File: config.mk
export PLATFORM = sky130hd
export DESIGN_NAME = vcpt_ctrl
export DESIGN_NICKNAME = d
export VERILOG_FILES = /design/src/rtl/vcpt_pkg.sv /design/src/rtl/vcpt_ctrl.sv
export SDC_FILE = /design/constraint.sdc
export NUM_CORES = 1
export LEC_CHECK = 0
export ABC_CLOCK_PERIOD_IN_PS = 1500
export BUFFER_PORTS_ARGS = -buffer_cell sky130_fd_sc_hd__buf_2
export CORE_AREA = 5 5 42 44
export CTS_CLUSTER_DIAMETER = 50
export CTS_CLUSTER_SIZE = 25
export DETAILED_ROUTE_END_ITERATION = 8
export DIE_AREA = 0 0 47 49
export GPL_ROUTABILITY_DRIVEN = 0
export PLACE_DENSITY = 0.73
export SLEW_MARGIN = 10
export SYNTH_ARGS = -nofsm -noshare
export SYNTH_HDL_FRONTEND = slang
export SYNTH_SLANG_ARGS = --single-unit
File: constraint.sdc
create_clock -name clk -period 1.5 [get_ports clk]
set_input_delay 0.075 -clock clk [delete_from_list [all_inputs] [get_ports clk]]
set_output_delay 0.075 -clock clk [all_outputs]
set_load 0.005 [all_outputs]
File: src/rtl/vcpt_pkg.sv
`timescale 1ns / 1ps
package vcpt_pkg;

    localparam int TIME_BITS = 64;
    typedef logic [TIME_BITS-1:0] time_t;

    // largest time value, held in 64 bits
    localparam logic [63:0] TMASK = {64{1'b1}} >> (64 - TIME_BITS);

    // item operation codes
    localparam logic [1:0] OP_PKT = 2'd0;
    localparam logic [1:0] OP_BW  = 2'd1;
    localparam logic [1:0] OP_CLR = 2'd2;

    // result status codes
    localparam logic [1:0] ST_TAGGED = 2'd0;
    localparam logic [1:0] ST_PASS   = 2'd1;
    localparam logic [1:0] ST_DROP   = 2'd2;
    localparam logic [1:0] ST_CTRL   = 2'd3;

    // configuration register indexes
    localparam int ADDR_BITS = 4;
    localparam logic [ADDR_BITS-3:0] REG_RATE   = 2'd0;
    localparam logic [ADDR_BITS-3:0] REG_MAX_BW = 2'd1;
    localparam logic [ADDR_BITS-3:0] REG_ACTIVE = 2'd2;

    localparam logic [29:0] NS_PER_SEC = 30'd1000000000;
    localparam int LEN_NS_BITS = 46;

    localparam int DIV_STEPS = 64;
    localparam int CNT_BITS  = $clog2(DIV_STEPS + 1);

    typedef struct packed {
        logic [1:0]  op;
        logic [15:0] length;
        logic [63:0] now_ns;
        logic [31:0] new_bw;
    } req_t;

    typedef struct packed {
        logic [63:0] tag;
        logic [1:0]  status;
    } rsp_t;

    typedef struct packed {
        logic [31:0] rate;
        logic [31:0] max_bw;
        logic        active;
    } cfg_t;

    typedef struct packed {
        logic       capture;
        logic       prep;
        logic       mul_lo;
        logic       mul_hi;
        logic       sum;
        logic       div_start;
        logic       adv;
        logic       do_tag;
        logic       clear;
        logic       load;
        logic [1:0] code;
    } cmd_t;

    typedef struct packed {
        logic [1:0] op;
        logic       active;
        logic       rate_zero;
        logic       div_busy;
        logic       out_free;
    } sts_t;

    typedef enum logic [3:0] {
        S_IDLE,
        S_CHECK,
        S_MUL_LO,
        S_MUL_HI,
        S_SUM,
        S_DIV_START,
        S_DIV_WAIT,
        S_ADV,
        S_TAG,
        S_RESULT
    } state_t;

    // a + b, saturated at the largest time value
    function automatic time_t sat_add(input logic [63:0] a, input logic [63:0] b);
        logic [64:0] s;
        s = {1'b0, a} + {1'b0, b};
        if (s > {1'b0, TMASK})
            return TMASK[TIME_BITS-1:0];
        return s[TIME_BITS-1:0];
    endfunction

endpackage

File: src/rtl/vcpt_ctrl.sv
`timescale 1ns / 1ps
module vcpt_ctrl (
    input  logic           clk,
    input  logic           rst_n,
    input  logic           req_valid,
    output logic           req_stall,
    input  vcpt_pkg::sts_t sts,
    output vcpt_pkg::cmd_t cmd
);
    import vcpt_pkg::*;

    state_t     state_reg, state_next;
    logic [1:0] code_reg, code_next;

    always_ff @(posedge clk or negedge rst_n)
    begin
        if (!rst_n)
        begin
            state_reg <= S_IDLE;
            code_reg  <= ST_CTRL;
        end
        else
        begin
            state_reg <= state_next;
            code_reg  <= code_next;
        end
    end

    always_comb
    begin
        state_next = state_reg;
        code_next  = code_reg;
        cmd        = '0;
        cmd.code   = code_reg;
        req_stall  = 1'b1;

        unique case (state_reg)
            S_IDLE:
            begin
                req_stall   = 1'b0;
                cmd.capture = req_valid;
                if (req_valid)
                    state_next = S_CHECK;
            end
            S_CHECK:
            begin
                cmd.prep = 1'b1;
                unique case (sts.op)
                    OP_PKT:
                    begin
                        if (!sts.active)
                        begin
                            code_next  = ST_PASS;
                            state_next = S_RESULT;
                        end
                        else if (sts.rate_zero)
                        begin
                            code_next  = ST_DROP;
                            state_next = S_RESULT;
                        end
                        else
                        begin
                            code_next  = ST_TAGGED;
                            state_next = S_MUL_LO;
                        end
                    end
                    OP_BW:
                    begin
                        code_next  = ST_CTRL;
                        state_next = S_MUL_LO;
                    end
                    OP_CLR:
                    begin
                        cmd.clear  = 1'b1;
                        code_next  = ST_CTRL;
                        state_next = S_RESULT;
                    end
                    default:
                    begin
                        code_next  = ST_CTRL;
                        state_next = S_RESULT;
                    end
                endcase
            end
            S_MUL_LO:
            begin
                cmd.mul_lo = 1'b1;
                state_next = S_MUL_HI;
            end
            S_MUL_HI:
            begin
                cmd.mul_hi = 1'b1;
                state_next = S_SUM;
            end
            S_SUM:
            begin
                cmd.sum    = 1'b1;
                state_next = S_DIV_START;
            end
            S_DIV_START:
            begin
                cmd.div_start = 1'b1;
                state_next    = S_DIV_WAIT;
            end
            S_DIV_WAIT:
            begin
                if (!sts.div_busy)
                    state_next = S_ADV;
            end
            S_ADV:
            begin
                cmd.adv    = 1'b1;
                state_next = (code_reg == ST_TAGGED) ? S_TAG : S_RESULT;
            end
            S_TAG:
            begin
                cmd.do_tag = 1'b1;
                state_next = S_RESULT;
            end
            S_RESULT:
            begin
                // wait here while the output register still holds an untaken item
                if (sts.out_free)
                begin
                    cmd.load   = 1'b1;
                    state_next = S_IDLE;
                end
            end
            default:
            begin
                state_next = S_IDLE;
            end
        endcase
    end

endmodule

After elaboration in Yosys (flattened, before gate mapping)
Index checks and enable logic that the tools add are counted.
Storage, ports and cells
  flip-flop bits (word level): 6
  input port bits: 9
  output and inout bits: 13
  word-level logic and storage cells: 44
Cells by class
  equal/unequal tests: 14
  muxes and demuxes: 24
  reductions and logical operators: 4
Operators by type and width (number)
  case mux 4 bit (10 select lines): 1
  two-way mux 4 bit: 5
  equality test 4 x 3 -> 1 bit, second input constant: 4
  two-way mux 1 bit: 14
  equality test 4 x 2 -> 1 bit, second input constant: 2
  equality test 4 bit, second input constant: 2
  case mux 4 bit (2 select lines): 1
  two-way mux 2 bit: 3
  inequality test 2 bit, second input constant: 3
  equality test 4 x 1 -> 1 bit, second input constant: 1
  zero test 2 bit: 2
  zero test 4 bit: 1
  AND reduction 3 bit: 1
  equality test 2 x 1 -> 1 bit, second input constant: 1
  equality test 2 bit, second input constant: 1

Depth between registers and ports, before layout
  word-level depth: 4
  depth in mapped cells: 5
  gate-level depth less buffers: 4

Worst setup path before layout
Ideal clock, no wire load.
  kind: register -> register
  start: register state_reg[0]
  end: register state_reg[0]
  library setup time: 0.129 ns
  data arrival time: 1.041 ns
  required time: 1.371 ns
  slack: 0.330 ns
  cell stages (with the launch flop): 6
  buffers on the path: 1
  period minus slack after synthesis: 1.170 ns
  cells stage by stage: dfrtp_1 buf_6 nor2_1 nand2_2 o221ai_2 o22ai_2
Between the ends
  cells in the longest elaborated chain, start to end: 3
  elaborated cells on any way between the ends: 15
  classes of those cells: eq/ne: 12; mux: 1; reduce/logical: 2
RTL lines
  start, declared: RTL line vcpt_ctrl.sv:12  | state_t state_reg, state_next;
  start signal, assigned: RTL line vcpt_ctrl.sv:24  | state_reg <= state_next;
  equality test 4 x 3 -> 1 bit, or another cell as far along: RTL line vcpt_ctrl.sv:37  | unique case (state_reg)
  inequality test 2 bit (no line)
  AND reduction 3 bit (no line)
Parallel ways exist; a longest one is shown, timed or not.
A chain may end at the register's enable or synchronous reset.

==> metrics.txt <==
Worst VDD drop=around 0.97 mV; Clock Path Buffers=2; vias in the first global route=about 470; Top FF cell, synth=dfrtp_1; largest net degree at the start of global routing=11; register area share after synthesis=0.323; Core ar.=0.00140 mm2; max reg flops=4; FFs w/ async S/R, synth=1.00; WP data arrival=approximately 1300 ps; CTS tree=done; via-per-instance ratio=slightly below 5; Antenna Cells=0; first-pass GRT wire length=1990 um; Synth Warn #=0; Crit Path Class=flop to output port; First-pass DRT Iterations=4; Clock Sinks=6; Yosys reg bits=6; drt wl/cell=approximately 12 um; die area=~0.0023 mm2; power per cell area=2140 mW/mm2; final hold slack=between 10 and 15 ps; Worst Tran Pin Value=approximately 430 ps; most common cell after layout, fill and taps aside=buf_2; total power=1.39 mW; Die X=47 um; status=finished clean; Setup crit start kind=flop; Achievable Freq=0.707 GHz; Mapped Cells=51; synth unique cells=28; Total GRT Usage=0.115; Detailed Route Iter0 Violations=11; H-tree Lvls=1; Initial Util=0.338; Nets=a little under 90; Clock transition at path regs=~50 ps; final non-filler cell area=648 um2; Root Driver=clkbuf_4; Final Setup Violations=0; cell row count=14; DRC viols=0; Top Ports=22; DP Wirelength=just under 900 um; Post-synth EDFFs=0; Post-DRT Antenna Nets=0; global route overflow=0; final hold vios=0; Max Cap Viol=0; Lkg Pwr=0.316 nW; crit-path max FO=9; fraction of layout cells with a size suffix above 1=0.570; average size of a mapped cell=9.27 um2; cts bufs inserted=3; Cell Area, Synth=approximately 470 um2; Port Buf Inserts=21; Worst Setup End Kind=output port; synthesis-to-finish area growth=37.0%; required time of the critical path=1420 ps; Via Count=467; Final min period=1420 ps; initial antenna violation count=0; Worst Skew=roughly 9 ps; relative slew slack=0.715; commonest cells after routing, fill and taps aside=21 x buf_2, 8 x nor2_1; Final Max Slew Viols=0; Hold Crit Class=input pin to flop; setup TNS=0 ps; placed instance area=587 um2; chip height=between 40 and 50 um; Clk Latency, worst-skew pair=between 200 and 300 ps; Syn Nets=60; period utilization=0.944; aggregate routed wire length=roughly 1200 um
-- path summary, 6_finish.rpt --
check | startpoint | to | slack, ps | cells after the start
min reg2reg | code_reg[1]$_DFFE_PN1P_ | code_reg[1]$_DFFE_PN1P_ | 510 | 2
max in group asynchronous | rst_n | code_reg[0]$_DFFE_PN1P_ | 1100 | 2
min in group asynchronous | rst_n | state_reg[2]$_DFFE_PN0P_ | 170 | 2
min | sts[3] | code_reg[0]$_DFFE_PN1P_ | 10 | 2
max | state_reg[1]$_DFFE_PN0P_ | cmd[3] | 80 | 4
max reg2reg | state_reg[1]$_DFFE_PN0P_ | code_reg[0]$_DFFE_PN1P_ | 160 | 6
-- metrics by stage --
| stage | util | setup WS (ps) | cells |
|---|---|---|---|
| 2_1_floorplan | - | 330 | 51 |
| 3_3_place_gp | 0.419 | 213 | 87 |
| 6_report | 0.463 | 84.6 | 95 |
| 5_1_grt | 0.463 | -8.05 | 95 |
| 3_5_place_dp | 0.419 | 193 | 87 |
| 4_1_cts | 0.455 | 33.4 | 94 |
-- timing repair --
item / 4_1_cts / 5_1_grt
hold buffers: 1 / 0
cloned: 0 / 0
hold endpoints to repair: 6 / 0
pin swaps: 1 / 0
setup buffers: 2 / 1
setup endpoints to repair: 1 / 2
resized for setup: 0 / 2
-- area by class of cell --
| type | count | area, um2 |
|---|---|---|
| Clock buffer | 4 | 26.3 |
| Sequential cell | 6 | 155 |
| Multi-Input combinational cell | 42 | 302 |
| Inverter | 2 | 7.51 |
| Fill cell | 150 | 753 |
| Timing Repair Buffer | 25 | 138 |
| Tap cell | 16 | 20.0 |
-- cells in the mapped netlist, types with 2 or more instances --
master    n  share of area
nor2_1    8          0.063
dfrtp_1   4           0.21
a31oi_1   3          0.040
and3_1    3          0.040
nand2_1   3          0.024
a21oi_2   2          0.037
and3b_1   2          0.037
dfstp_2   2           0.11
inv_2     2          0.016
nand2b_4  2          0.058
nor2b_1   2          0.026
nor3_1    2          0.021
-- worst max-delay path, stage by stage, from the launching register on --
cell,delay (ps)
dfrtp_2,450
nand2b_4,170
nor3_4,180
and3b_1,170
buf_2,110
-- power breakdown --
part | switching, mW | internal [mW]
clock | 0.0617 | 0.101
combinational | 0.372 | 0.427
sequential | 0.165 | 0.262
-- per-layer routing --
metal  up-vias  share of wire  global-route usage
met5         -              0                   0
met4         0         0.0086              0.0276
met3         2          0.065              0.0295
met2        14           0.53               0.197
met1       212           0.40               0.138
li1        239              -                   -
-- cell families after synthesis --
kind of cell,share of synthesized area
simple gates,0.360
compound gates,0.259
buf+inv,0.0397
xor+xnor,0.0185
flops,0.323
Note: power is estimated with default switching activity, not from simulation.
